--- src/rtl/ist_pkg.sv ---
// Package: constants, types and op codes for the interval set table.
`timescale 1ns / 1ps
`default_nettype none
package ist_pkg;
  localparam int Capacity = 16;
  localparam int AddrBits = 32;
  localparam int IdxBits = $clog2(Capacity);
  localparam int CntBits = $clog2(Capacity + 1);
  localparam int EntBits = 2 * AddrBits;

  typedef logic [AddrBits-1:0] addr_t;
  typedef logic [IdxBits-1:0] idx_t;
  typedef logic [CntBits-1:0] cnt_t;
  // piece counts during remove can reach twice the capacity
  typedef logic [CntBits:0] wcnt_t;

  typedef enum logic [2:0] {
    OP_ADD = 3'd0, OP_REMOVE = 3'd1, OP_CONTAINS = 3'd2,
    OP_NORMALIZE = 3'd3, OP_DUMP = 3'd4
  } op_e;

  typedef enum logic [1:0] {
    ST_OK = 2'd0, ST_FULL = 2'd1, ST_INVERTED = 2'd2
  } status_e;

  typedef enum logic [3:0] {
    S_IDLE, S_RM_CNT, S_RM_CHK, S_RM_WR, S_CT_SCAN, S_DP_SCAN,
    S_NM_SCAN, S_NM_MIN, S_NM_APPLY, S_NM_COPY, S_OUT
  } state_e;

  typedef struct packed {
    logic [1:0] status;
    logic hit;
    addr_t entry_start;
    addr_t entry_end;
    logic entry_present;
    logic [4:0] entry_count;
    logic last;
  } res_t;

  typedef struct packed {
    logic [2:0] op;
    addr_t range_lo;
    addr_t range_hi;
  } req_t;
endpackage
`default_nettype wire

--- src/rtl/ist_if.sv ---
// Valid/ready channel interfaces for requests and results.
`timescale 1ns / 1ps
`default_nettype none
interface ist_req_if;
  import ist_pkg::*;
  logic valid;
  logic ready;
  logic [2:0] op;
  addr_t range_lo;
  addr_t range_hi;
  modport source(output valid, op, range_lo, range_hi, input ready);
  modport sink(input valid, op, range_lo, range_hi, output ready);
endinterface

interface ist_res_if;
  import ist_pkg::*;
  logic valid;
  logic ready;
  logic [1:0] status;
  logic hit;
  addr_t entry_start;
  addr_t entry_end;
  logic entry_present;
  logic [4:0] entry_count;
  logic last;
  modport source(output valid, status, hit, entry_start, entry_end, entry_present,
                 entry_count, last, input ready);
  modport sink(input valid, status, hit, entry_start, entry_end, entry_present,
               entry_count, last, output ready);
endinterface
`default_nettype wire

--- src/rtl/ist_ram.sv ---
// Generic single-port-write, one-read RAM with registered read data.
`timescale 1ns / 1ps
`default_nettype none
module ist_ram #(
  parameter int Width = 8,
  parameter int Depth = 16
) (
  input  wire logic                     clk,
  input  wire logic                     we,
  input  wire logic [$clog2(Depth)-1:0] waddr,
  input  wire logic [Width-1:0]         wdata,
  input  wire logic [$clog2(Depth)-1:0] raddr,
  output logic [Width-1:0]              rdata
);
  logic [Width-1:0] mem [Depth];
  always_ff @(posedge clk) begin
    if (we) mem[waddr] <= wdata;
    rdata <= mem[raddr];
  end
endmodule
`default_nettype wire

--- src/rtl/interval_set_table.sv ---
// Top level: interval set table with a sequencer over two entry banks.
//
//  channel | dir | payload
//  req     | in  | op, range_lo, range_hi
//  res     | out | status, hit, entry_start, entry_end, entry_present,
//          |     | entry_count, last
//
// Add, inverted ranges and unknown ops go straight to the result; contains scans all entries.
// Dump returns one result per entry, or one empty result for an empty table. Remove is a
// count pass and a rewrite pass, and the rewrite pauses once per split entry. Normalize
// does one min-search pass per non-empty entry plus one more, then a copy step.
// Reset clears the state, count, bank select, output valid, scan indices and scan flags only.
// A stalled result holds the sequencer; a new item is taken only when idle.
`timescale 1ns / 1ps
`default_nettype none
module interval_set_table
  import ist_pkg::*;
(
  input wire logic clk,
  input wire logic rst,
  ist_req_if.sink   req,
  ist_res_if.source res
);
  state_e state, state_next;
  req_t   cur;
  logic   bank;          // bank holding the live table
  cnt_t   used;
  cnt_t   i;             // read index (address issued)
  cnt_t   j;             // processed index
  logic   rvalid;        // read data of index j valid this cycle
  cnt_t   wp;            // write pointer in the other bank
  wcnt_t  np, nk;        // split pieces and kept entries
  logic   hit;
  logic   full_err;
  logic   second_piece;
  addr_t  hold_e;        // end of the entry being split
  // normalize scratch
  addr_t  thr_s;         // entries up to this (start,pos) are consumed
  logic   have_thr;
  cnt_t   thr_pos;
  addr_t  bs, be;
  cnt_t   bpos;
  logic   bfound;
  addr_t  ms, me;        // merged run being built
  logic   mopen;
  res_t   obuf;
  logic   ovalid;
  logic   ovalid_set;
  logic   more_dump;

  // RAM ports
  logic       we [2];
  idx_t       waddr [2];
  logic [EntBits-1:0] wdata [2], rdata [2];
  idx_t       raddr [2];

  for (genvar b = 0; b < 2; b++) begin : g_bank
    ist_ram #(.Width(EntBits), .Depth(Capacity)) u_ram (
      .clk(clk), .we(we[b]), .waddr(waddr[b]), .wdata(wdata[b]),
      .raddr(raddr[b]), .rdata(rdata[b]));
  end

  addr_t rs, re;
  assign rs = bank ? rdata[1][EntBits-1:AddrBits] : rdata[0][EntBits-1:AddrBits];
  assign re = bank ? rdata[1][AddrBits-1:0] : rdata[0][AddrBits-1:0];

  logic rm_disj, rm_cov, rm_head, rm_tail, split_hold;
  always_comb begin
    rm_disj = (cur.range_hi <= rs) || (cur.range_lo >= re);
    rm_cov  = (cur.range_lo <= rs) && (cur.range_hi >= re);
    rm_head = cur.range_lo <= rs;
    rm_tail = cur.range_hi >= re;
    // a split writes two pieces, so the scan pauses while the second is written
    split_hold = (state == S_RM_WR) && rvalid && !rm_disj && !rm_cov && !rm_head &&
                 !rm_tail;
  end

  // normalize: candidate greater than threshold in (start,pos) order
  logic nm_after, nm_better;
  always_comb begin
    nm_after = !have_thr || (rs > thr_s) || ((rs == thr_s) && (j > thr_pos));
    nm_better = !bfound || (rs < bs);
  end

  logic scan_done;
  assign scan_done = (i >= used);

  // status and count of an item taken in idle
  status_e acc_status;
  cnt_t    acc_count;
  logic    acc_add;
  always_comb begin
    acc_status = ST_OK;
    acc_count = used;
    acc_add = 1'b0;
    if (req.op == OP_ADD) begin
      if (req.range_lo > req.range_hi) acc_status = ST_INVERTED;
      else if (used >= cnt_t'(Capacity)) acc_status = ST_FULL;
      else begin
        acc_add = 1'b1;
        acc_count = used + cnt_t'(1);
      end
    end else if (req.op == OP_REMOVE && req.range_lo > req.range_hi) begin
      acc_status = ST_INVERTED;
    end
  end

  logic dp_go;
  assign dp_go = (state == S_DP_SCAN) && more_dump && (!ovalid || res.ready);

  always_comb begin
    state_next = state;
    unique case (state)
      S_IDLE: if (req.valid) begin
        priority if (req.op == OP_REMOVE && req.range_lo <= req.range_hi) begin
          state_next = S_RM_CNT;
        end else if (req.op == OP_CONTAINS) state_next = S_CT_SCAN;
        else if (req.op == OP_DUMP) state_next = S_DP_SCAN;
        else if (req.op == OP_NORMALIZE) state_next = S_NM_SCAN;
        else state_next = S_OUT;
      end
      S_RM_CNT:  if (scan_done && !rvalid) state_next = S_RM_CHK;
      S_RM_CHK:  state_next = full_err ? S_OUT : S_RM_WR;
      S_RM_WR:   if (scan_done && !rvalid) state_next = S_OUT;
      S_CT_SCAN: if (scan_done && !rvalid) state_next = S_OUT;
      S_DP_SCAN: if (!more_dump && ovalid && res.ready) state_next = S_IDLE;
      S_NM_SCAN: if (scan_done && !rvalid) state_next = S_NM_MIN;
      S_NM_MIN:  state_next = S_NM_APPLY;
      S_NM_APPLY: state_next = bfound ? S_NM_SCAN : S_NM_COPY;
      S_NM_COPY: state_next = S_OUT;
      S_OUT:     if (ovalid && res.ready) state_next = S_IDLE;
      default:   state_next = S_IDLE;
    endcase
  end

  always_comb begin
    for (int b = 0; b < 2; b++) begin
      we[b] = 1'b0; waddr[b] = '0; wdata[b] = '0; raddr[b] = i[IdxBits-1:0];
    end
    req.ready = (state == S_IDLE);
    res.valid = ovalid;
    res.status = obuf.status;
    res.hit = obuf.hit;
    res.entry_start = obuf.entry_start;
    res.entry_end = obuf.entry_end;
    res.entry_present = obuf.entry_present;
    res.entry_count = obuf.entry_count;
    res.last = obuf.last;
    if (state == S_IDLE && req.valid && acc_add) begin
      we[bank] = 1'b1;
      waddr[bank] = used[IdxBits-1:0];
      wdata[bank] = {req.range_lo, req.range_hi};
    end
    if (state == S_RM_WR && second_piece) begin
      // [hi,e) goes in front of [s,lo)
      we[!bank] = 1'b1;
      waddr[!bank] = idx_t'(np - wcnt_t'(1)); wdata[!bank] = {cur.range_hi, hold_e};
    end else if (state == S_RM_WR && rvalid && !rm_cov) begin
      we[!bank] = 1'b1;
      if (rm_disj) begin
        waddr[!bank] = wp[IdxBits-1:0]; wdata[!bank] = {rs, re};
      end else if (rm_head) begin
        waddr[!bank] = wp[IdxBits-1:0]; wdata[!bank] = {cur.range_hi, re};
      end else if (rm_tail) begin
        waddr[!bank] = wp[IdxBits-1:0]; wdata[!bank] = {rs, cur.range_lo};
      end else begin
        // split pieces fill the head downward
        waddr[!bank] = idx_t'(np - wcnt_t'(1)); wdata[!bank] = {rs, cur.range_lo};
      end
    end
    if (state == S_NM_APPLY && mopen && (!bfound || bs > me)) begin
      we[!bank] = 1'b1; waddr[!bank] = wp[IdxBits-1:0]; wdata[!bank] = {ms, me};
    end
  end

  always_comb begin
    ovalid_set = 1'b0;
    if (state == S_IDLE && req.valid && state_next == S_OUT) ovalid_set = 1'b1;
    if (state == S_RM_CHK && full_err) ovalid_set = 1'b1;
    if ((state == S_RM_WR || state == S_CT_SCAN) && scan_done && !rvalid) ovalid_set = 1'b1;
    if (state == S_NM_COPY) ovalid_set = 1'b1;
    if (dp_go && (used == '0 || rvalid)) ovalid_set = 1'b1;
  end

  always_ff @(posedge clk) begin
    if (rst) begin
      state <= S_IDLE; bank <= 1'b0; used <= '0; ovalid <= 1'b0;
      i <= '0; j <= '0; rvalid <= 1'b0; second_piece <= 1'b0; more_dump <= 1'b0;
    end else begin
      state <= state_next;
      ovalid <= ovalid_set || (ovalid && !res.ready);
      unique case (state)
        S_IDLE: if (req.valid) begin
          cur <= '{op: req.op, range_lo: req.range_lo, range_hi: req.range_hi};
          i <= '0; j <= '0; rvalid <= 1'b0; np <= '0; nk <= '0; wp <= '0;
          hit <= 1'b0; have_thr <= 1'b0; bfound <= 1'b0; mopen <= 1'b0;
          obuf <= '{status: acc_status, hit: 1'b0, entry_start: '0, entry_end: '0,
                    entry_present: 1'b0, entry_count: acc_count, last: 1'b1};
          if (acc_add) used <= used + cnt_t'(1);
          more_dump <= (req.op == OP_DUMP);
        end
        S_RM_CNT, S_CT_SCAN, S_NM_SCAN, S_RM_WR: begin
          rvalid <= !scan_done && !split_hold;
          if (!scan_done && !split_hold) i <= i + cnt_t'(1);
          if (rvalid) j <= j + cnt_t'(1);
          if (state == S_RM_CNT && rvalid && !rm_cov) begin
            if (rm_disj || rm_head || rm_tail) nk <= nk + wcnt_t'(1);
            else np <= np + wcnt_t'(2);
          end
          if (state == S_RM_CNT && scan_done && !rvalid) begin
            full_err <= (np + nk) > wcnt_t'(Capacity);
          end
          if (state == S_CT_SCAN && rvalid && cur.range_lo >= rs && cur.range_lo < re)
            hit <= 1'b1;
          if (state == S_CT_SCAN && scan_done && !rvalid) obuf.hit <= hit;
          if (state == S_NM_SCAN && rvalid && rs < re && nm_after && nm_better) begin
            bfound <= 1'b1; bs <= rs; be <= re; bpos <= j;
          end
          if (state == S_RM_WR) begin
            if (split_hold) begin
              np <= np - wcnt_t'(1); hold_e <= re; second_piece <= 1'b1;
            end else if (second_piece) begin
              np <= np - wcnt_t'(1); second_piece <= 1'b0;
            end else if (rvalid && !rm_cov) begin
              wp <= wp + cnt_t'(1);
            end
            if (scan_done && !rvalid) begin
              bank <= !bank; used <= wp; obuf.entry_count <= wp;
            end
          end
        end
        S_RM_CHK: begin
          i <= '0; j <= '0; rvalid <= 1'b0;
          if (full_err) obuf.status <= ST_FULL;
          else wp <= cnt_t'(np);
        end
        S_DP_SCAN: if (dp_go) begin
          if (used == '0) begin
            more_dump <= 1'b0;
          end else if (rvalid) begin
            obuf.entry_start <= rs; obuf.entry_end <= re; obuf.entry_present <= 1'b1;
            obuf.last <= (j + cnt_t'(1) == used);
            rvalid <= 1'b0;
            j <= j + cnt_t'(1);
            if (j + cnt_t'(1) == used) more_dump <= 1'b0;
          end else begin
            rvalid <= 1'b1; i <= i + cnt_t'(1);
          end
        end
        S_NM_MIN: ;
        S_NM_APPLY: begin
          i <= '0; j <= '0; rvalid <= 1'b0; bfound <= 1'b0;
          if (bfound) begin
            have_thr <= 1'b1; thr_s <= bs; thr_pos <= bpos;
            if (mopen && bs <= me) begin
              if (be > me) me <= be;
            end else begin
              if (mopen) wp <= wp + cnt_t'(1);
              ms <= bs; me <= be; mopen <= 1'b1;
            end
          end else if (mopen) begin
            wp <= wp + cnt_t'(1);
          end
        end
        S_NM_COPY: begin
          bank <= !bank; used <= wp; obuf.entry_count <= wp;
        end
        S_OUT: ;
        default: ;
      endcase
    end
  end

`ifndef SYNTHESIS
  a_count_bound: assert property (@(posedge clk) disable iff (rst)
    used <= cnt_t'(Capacity)) else $error("entry count over capacity");
  a_ready_idle: assert property (@(posedge clk) disable iff (rst)
    req.ready |-> !ovalid) else $error("request taken with result pending");
  a_res_hold: assert property (@(posedge clk) disable iff (rst)
    (res.valid && !res.ready) |=> res.valid) else $error("result dropped");
`endif
endmodule
`default_nettype wire
--- src/flat_wrapper.sv ---
// flat-port wrapper written by rule: the top's interface ports become plain ports
module interval_set_table_flat import ist_pkg::*;
  (clk, rst, req_valid, req_op, req_range_lo, req_range_hi, req_ready, res_valid, res_status, res_hit, res_entry_start, res_entry_end, res_entry_present, res_entry_count, res_last, res_ready);
  ist_req_if req_i ();
  ist_res_if res_i ();
  input wire logic clk;
  input wire logic rst;
  input wire logic [$bits(req_i.valid)-1:0] req_valid;
  input wire logic [$bits(req_i.op)-1:0] req_op;
  input wire logic [$bits(req_i.range_lo)-1:0] req_range_lo;
  input wire logic [$bits(req_i.range_hi)-1:0] req_range_hi;
  output wire logic [$bits(req_i.ready)-1:0] req_ready;
  output wire logic [$bits(res_i.valid)-1:0] res_valid;
  output wire logic [$bits(res_i.status)-1:0] res_status;
  output wire logic [$bits(res_i.hit)-1:0] res_hit;
  output wire logic [$bits(res_i.entry_start)-1:0] res_entry_start;
  output wire logic [$bits(res_i.entry_end)-1:0] res_entry_end;
  output wire logic [$bits(res_i.entry_present)-1:0] res_entry_present;
  output wire logic [$bits(res_i.entry_count)-1:0] res_entry_count;
  output wire logic [$bits(res_i.last)-1:0] res_last;
  input wire logic [$bits(res_i.ready)-1:0] res_ready;
  assign req_i.valid = req_valid;
  assign req_i.op = req_op;
  assign req_i.range_lo = req_range_lo;
  assign req_i.range_hi = req_range_hi;
  assign req_ready = req_i.ready;
  assign res_valid = res_i.valid;
  assign res_status = res_i.status;
  assign res_hit = res_i.hit;
  assign res_entry_start = res_i.entry_start;
  assign res_entry_end = res_i.entry_end;
  assign res_entry_present = res_i.entry_present;
  assign res_entry_count = res_i.entry_count;
  assign res_last = res_i.last;
  assign res_i.ready = res_ready;
  interval_set_table u_core (.clk(clk), .rst(rst), .req(req_i), .res(res_i));
endmodule
--- config.mk ---
export PLATFORM = sky130hd
export DESIGN_NAME = interval_set_table_flat
export DESIGN_NICKNAME = d
export VERILOG_FILES = /design/src/rtl/ist_pkg.sv /design/src/rtl/ist_if.sv /design/src/rtl/ist_ram.sv /design/src/rtl/interval_set_table.sv /design/src/flat_wrapper.sv
export SDC_FILE = /design/constraint.sdc
export NUM_CORES = 2
export LEC_CHECK = 0
export ABC_AREA = 1
export BUFFER_PORTS_ARGS = -buffer_cell sky130_fd_sc_hd__buf_2
export CAP_MARGIN = 20
export CELL_PAD_IN_SITES_DETAIL_PLACEMENT = 0
export CELL_PAD_IN_SITES_GLOBAL_PLACEMENT = 1
export CORE_AREA = 2 2 509 511
export CTS_BUF_LIST = sky130_fd_sc_hd__clkbuf_16
export CTS_CLUSTER_DIAMETER = 30
export DETAILED_ROUTE_END_ITERATION = 6
export DIE_AREA = 0 0 511 513
export GPL_TIMING_DRIVEN = 0
export PLACE_DENSITY = 0.63
export SLEW_MARGIN = 5
export SYNTH_ARGS = -nofsm -noshare
export SYNTH_HDL_FRONTEND = slang
export SYNTH_SLANG_ARGS = --single-unit
--- constraint.sdc ---
create_clock -name clk -period 28.9 [get_ports clk]
set_input_delay 5.78 -clock clk [delete_from_list [all_inputs] [get_ports clk]]
set_output_delay 5.78 -clock clk [all_outputs]
set_load 0.005 [all_outputs]
## Word level (Yosys, flattened, before mapping)

Memory sizes are Yosys's and may differ from the RTL's. A register that Yosys moved wholly into a read port is not among the register bits.
Index checks and enable logic that the tools add are counted.

| storage, ports and cells | value |
|---|---|
| word-level logic and storage cells | 369 |
| memories kept | 2 |
| output and inout port bits | 76 |
| input port bits | 71 |
| bits in registers | 386 |
| RAM bits | 2048 |

Memory list:

| name | words | bits a word | rd ports | clocked after memory_dff | wr ports | line | source |
|---|---|---|---|---|---|---|---|
| u_core.g_bank[0].u_ram.mem | 16 | 64 | 1 | 1 | 1 | ist_ram.sv:15 | `logic [Width-1:0] mem [Depth];` |
| u_core.g_bank[1].u_ram.mem | 16 | 64 | 1 | 1 | 1 | ist_ram.sv:15 |  |

| cells by class | value |
|---|---|
| eq/ne operators | 42 |
| add/sub/neg operators | 8 |
| order comparisons | 22 |
| bitwise operators | 8 |
| reductions and logical operators | 108 |
| multiplexer cells | 145 |

Operators with widths:

| cell | count |
|---|---|
| $mux 128 | 6 |
| $bwmux 128 | 5 |
| $mux 65 | 3 |
| $pmux 65 s2 | 1 |
| $and 128x128->128 | 1 |
| $demux 64 s1 | 2 |
| $gt 32x32->1 | 4 |
| $le 32x32->1 | 4 |
| $mux 32 | 4 |
| $mux 64 | 2 |
| $mux 5 | 23 |
| $ge 32x32->1 | 3 |
| $lt 32x32->1 | 3 |
| $mux 74 | 1 |
| $pmux 5 s4 | 3 |
| $mux 4 | 14 |
| $mux 8 | 7 |
| $mux 6 | 8 |
| $logic_and 1x1->1 | 45 |
| $pmux 4 s10 | 1 |
| $mux 1 | 36 |
| $reduce_and 4->1 | 9 |
| $eq 32x32->1 | 1 |
| $pmux 5 s3 | 2 |
| 51 further kinds | 145 |

## Longest topological paths before layout

| logic depth | value |
|---|---|
| depth after elaboration | 15 |
| depth in mapped cells | 29 |
| depth with buffers taken out | 27 |

## Modules after synthesis

Synthesis repeated with hierarchy kept, for this count alone.

| second synthesis, totals | value |
|---|---|
| cell total of the unflattened synthesis | 11969 |
| area total of the unflattened synthesis | 118844.0 sq um |

By module, submodules not included:

| module | cells an instance | seq. area each (sq um) | times used | area an instance (sq um) |
|---|---|---|---|---|
| ist_ram | 4210 | 32030.7 | 2 | 45285.9 |
| interval_set_table | 3549 | 11350.9 | 1 | 28272.1 |

## Worst setup path after synthesis

Ideal clock, no wire load.

| timing | value |
|---|---|
| kind | input to register |
| from | input port rst |
| to | register u_core.res.entry_end[0] (netlist name) |
| library setup time | 842 ps |
| data arrival time | 16463 ps |
| cell stages on the path | 4 |
| slack | 11594 ps |
| path buffers | 1 |
| required time | 28058 ps |
| path through | clkbuf_1 > inv_1 > nand2_1 > a2111oi_0 |

| on the way | value |
|---|---|
| word-level cells in the longest chain between the ends | 2 |

Ends and longest elaborated chain:

| what | line | source |
|---|---|---|
| start, declared | flat_wrapper.sv:7 | `input wire logic rst;` |
| $not 1->1 (no line) | -- |  |
| $reduce_and 6->1 (no line) | -- |  |

Every way passes these cells.
A chain may end at the register's enable or synchronous reset.

## Worst setup path after layout

| timing | value |
|---|---|
| from | input port req_range_hi[15] |
| to | memory u_core.g_bank[1].u_ram.mem[7][49] (netlist bit), enable pin |

| on the way | value |
|---|---|
| word-level cells in the longest chain between the ends | 13 |
| elaborated cells between the ends (all ways) | 22 |
| those cells by class | order compare: 1; mux: 18; bitwise: 2; reduce/logical: 1 |

Ends and longest elaborated chain:

| what | line | source |
|---|---|---|
| start, declared | flat_wrapper.sv:11 | `input wire logic [$bits(req_i.range_hi)-1:0] req_range_hi;` |
| $gt 32x32->1 (*) | interval_set_table.sv:97 | `if (req.range_lo > req.range_hi) acc_status = ST_INVERTED;` |
| $mux 1 (*) | interval_set_table.sv:97 |  |
| $mux 1 (*) | interval_set_table.sv:96 | `if (req.op == OP_ADD) begin` |
| $logic_and 1x1->1 (*) | interval_set_table.sv:149 | `if (state == S_IDLE && req.valid && acc_add) begin` |
| $mux 8 | interval_set_table.sv:149 |  |
| $bwmux 8 (on tied branches) | -- |  |
| $mux 8 | interval_set_table.sv:164 | `end else if (rm_tail) begin` |
| $mux 8 | interval_set_table.sv:162 | `end else if (rm_head) begin` |
| $mux 8 | interval_set_table.sv:160 | `if (rm_disj) begin` |
| $mux 8 | interval_set_table.sv:158 | `end else if (state == S_RM_WR && rvalid && !rm_cov) begin` |
| $mux 8 | interval_set_table.sv:154 | `if (state == S_RM_WR && second_piece) begin` |
| $bwmux 8 | interval_set_table.sv:172 | `we[!bank] = 1'b1; waddr[!bank] = wp[IdxBits-1:0]; wdata[!bank] = {ms, me};` |
| $mux 8 | interval_set_table.sv:171 | `if (state == S_NM_APPLY && mopen && (!bfound \|\| bs > me)) begin` |
| end, declared | ist_ram.sv:15 |  |

Mark *: on every way between the ends. The rest lies on a longest branch, timed or not.

==> reports/metrics.yaml <==
detailed_routing:
  drt-pass1-iter-count: 6
  wl_per_cell_um: 35.9
  ant_nets: 0
  route.detailed.drc: 0
  wl_met3_um: 49400
  drt_iter0_drc: 11771
  wl_met1_um: 201000
  vias: 83667
  wl_met2_um: 217000
  wl_um: 496000
  maxUsedRoutingLayer: "met5"
  via_per_inst: 6.06
critical_path:
  crit_family: "simple AND/OR/NAND/NOR gates"
  critPathSlowestCell: "nor2_2"
  cp_max_fo: 20
  cp_common_cell: "nand2_1"
  rrSetupSlack_ns: 20.25
  max_stage_delay_ns: 0.96
  r2r.worst_path.cells: 24
  crit_chain: "buf_2, inv_1, ha_1, a21oi_1, o21ai_0, a21oi_1, nand2_1, nand2_1, nand2_1, nand2_1, nand4_1, nor2_2, a21oi_1, nand2_1, nand3_1, nor2_4, buf_16, buf_16"
  arrival_ns: 11.35
  cp-end-kind: "flop"
  crit_required_ns: 29.61
  critPathLaunchType: "input pin"
  worstReg2RegStart: "u_core.bank"
  rr_endpoint: "u_core.g_bank[0].u_ram.mem[15][12]"
  path_class: "input pin to flop"
  critical_path_buf_inv_count: 4
logic_synthesis:
  synth-xor-area-share_pct: 0.199
  synth_top_family_by_area: "simple AND/OR/NAND/NOR gates"
  netlist_area_sq_um: 110000
  synthDominantCellAreaShare_pct: 65.9
  synthMuxAreaShare_pct: 1.93
  synth_edf_count: 2410
  synth_compound_area_share_pct: 10.3
  yosysUniqueCellTypes: 58
  synthFlopType: "edfxtp_1"
  synth-adder-area-share_pct: 3.92
  synth_area_leaders: "edfxtp_1, nor2_1, ha_1"
  yosysTopAreaCell: "edfxtp_1"
  ys_warn_count: 0
  synth.most_common_cell: "edfxtp_1"
  ys_ff_latch: 2562
  syn_avg_cell_area_sq_um: 12.2
  synth-seq-area-share_pct: 68.6
  synth_nets: 9401
  synth-async-reset-ratio_pct: 0
  synth_simple_gate_area_share_pct: 11.2
  synth_common_cells: "edfxtp_1, nor2_1, nand2_1"
  synth_cells: 8986
sta:
  period_needed_ns: 10.64
  max_slew_margin_pct: 15.4
  setup_violations: 0
  min_period_over_period_pct: 36.8
  rsz0062_at_grt: "no"
  tightest_slew_ns: 1.27
  fmax_mhz: 94.0
  worst_slack_ns: 18.26
  tns_ns: 0
  slew_viol_final: 0
  finClkSkew_ns: 0.0967
  hold_viol: 0
clock_tree:
  cts_buffers: 550
  ctsHtreeMaxLevel: 6
  worstSkewPairLatency_ns: 1.05
  cts.sinks: 2562
  post_cts_resized: 0
  tritoncts: "done"
  ctsHoldBuffers: 0
  postCtsSetupRepairBufs: 0
  cts_buffer_depth: 4
  clk_pin_slew_worst_paths_ns: 0.05
  cts_root_buf: "clkbuf_16"
floorplanning:
  coreArea_sq_um: 256000
  die-area_sq_um: 262000
  die_y_um: 513
  pin_count: 147
  start_util_pct: 42.9
  rows: 186
  fp.dieW_um: 511
global_route:
  grt_pass1_wl_um: 664000
  grt-ovfl-total: 0
  grt_pass1_vias: 79312
  grt_max_degree: 28
  grt_antenna_before_repair: 64
  grtUsageTotal_pct: 37.0
job:
  cap_violations: 0
outcome:
  outcome: "completed"
placement:
  place_hpwl_um: 374000
  place_ws_ns: 17.44
  gp_routability_congestion: 1.03
  port_buffers: 145
cells_and_area:
  utilization_pct: 54.1
  area_growth_pct: 26.1
  drive_above_1_share_pct: 14.8
  nNetsFinal: 10345
worst_hold_path:
  hp-start: "u_core.bpos[2]"
  hold_depth: 0
  worst_hold_path.endpoint: "u_core.thr_pos[2]"
  hold_path_class: "flop to flop"
power_and_ir_drop:
  power_density_nw_per_um2: 97.8
  total_leakage_power_nw: 50.8
  ir_drop_mv: 0.0695
per-layer routing:
| metal | vias up | global-route usage, % |
|---|---|---|
| met5 | - | 0 |
| met1 | 42558 | 50.4 |
| li1 | 35100 | - |
| met3 | 925 | 8.43 |
| met4 | 20 | 18.6 |
| met2 | 5064 | 55.4 |
worst max-delay path by stage:
stage | start | to | slack (ns) | cells past startpoint
finish | req_range_hi[15] | u_core.g_bank[1].u_ram.mem[7][49] | 18.26 | 18
detailed placement | req_range_hi[15] | u_core.g_bank[0].u_ram.mem[15][11] | 17.44 | 20
floorplan | rst | u_core.res.entry_end[0] | 11.59 | 4
CTS | req_range_hi[15] | u_core.g_bank[0].u_ram.mem[15][42] | 18.49 | 20
global route | req_range_hi[13] | u_core.g_bank[1].u_ram.mem[7][49] | 18.40 | 18
global placement | rst | u_core.res.entry_end[13] | 7.16 | 4
metrics by stage:
stage          area, sq um  cells  hold WS, ns  power [mW]
6_report            139000  13807        0.414        13.5
5_1_grt             138000  13769        0.430        13.9
4_1_cts             138000  13753        0.412        13.5
3_5_place_dp        120000  12756        0.405        7.35
3_3_place_gp        115000  12515        0.403        7.27
2_1_floorplan       110000   8986        0.400        5.88
power breakdown:
part	switching, mW	internal, mW	total, mW
registers	0.216	4.33	4.55
clock network	2.12	4.05	6.17
logic	2.12	0.710	2.83
cells by family after synthesis:
kind of cell | after synthesis
buffers and inverters | 1076
DFF | 2562
and+or+nand+nor | 3034
AOI/OAI and AO/OA | 1733
adders and majority gates | 344
xor gates and xnor gates | 25
muxes | 212
flip-flops by register name, summed over array words and instances (netlist names), 32 cells and up:
signal	cells
u_core.hold_e	32
u_core.ms	32
u_core.be	32
u_core.bs	32
u_core.res.entry_start	32
u_core.thr_s	32
u_core.g_bank.u_ram.rdata	128
u_core.me	32
u_core.g_bank.u_ram.mem	2048
u_core.res.entry_end	32
u_core.cur	64
placed cells by master (no fill, tap or decap), drive strengths merged, types with 8 or more instances in the layout:
cell type	count
buf	540
bufinv	62
clkinv	227
a21o	8
o21a	17
o221ai	242
ha	343
o211ai	97
inv	660
diode	48
clkinvlp	43
a41oi	10
a31oi	21
clkbuf	933
a211oi	9
edfxtp	2410
o32ai	302
o21ai	734
a22oi	24
nor2	1448
nand3b	9
nor3	26
nand2	1060
xor2	18
a21oi	236
dfxtp	152
nand3	437
mux2i	212
nand4	46
cell type report:
cell class,instances,area (sq um)
Fill cell,21706,118000
Sequential cell,2562,75400
Multi-Input combinational cell,5348,31000
Clock buffer,555,13900
Timing Repair Buffer,392,5120
Clock inverter,442,4470
Tap cell,3384,4230
Buffer,526,2200
Inverter,550,2060
Antenna cell,48,120
No activity file was read; power rests on OpenSTA's default activity.
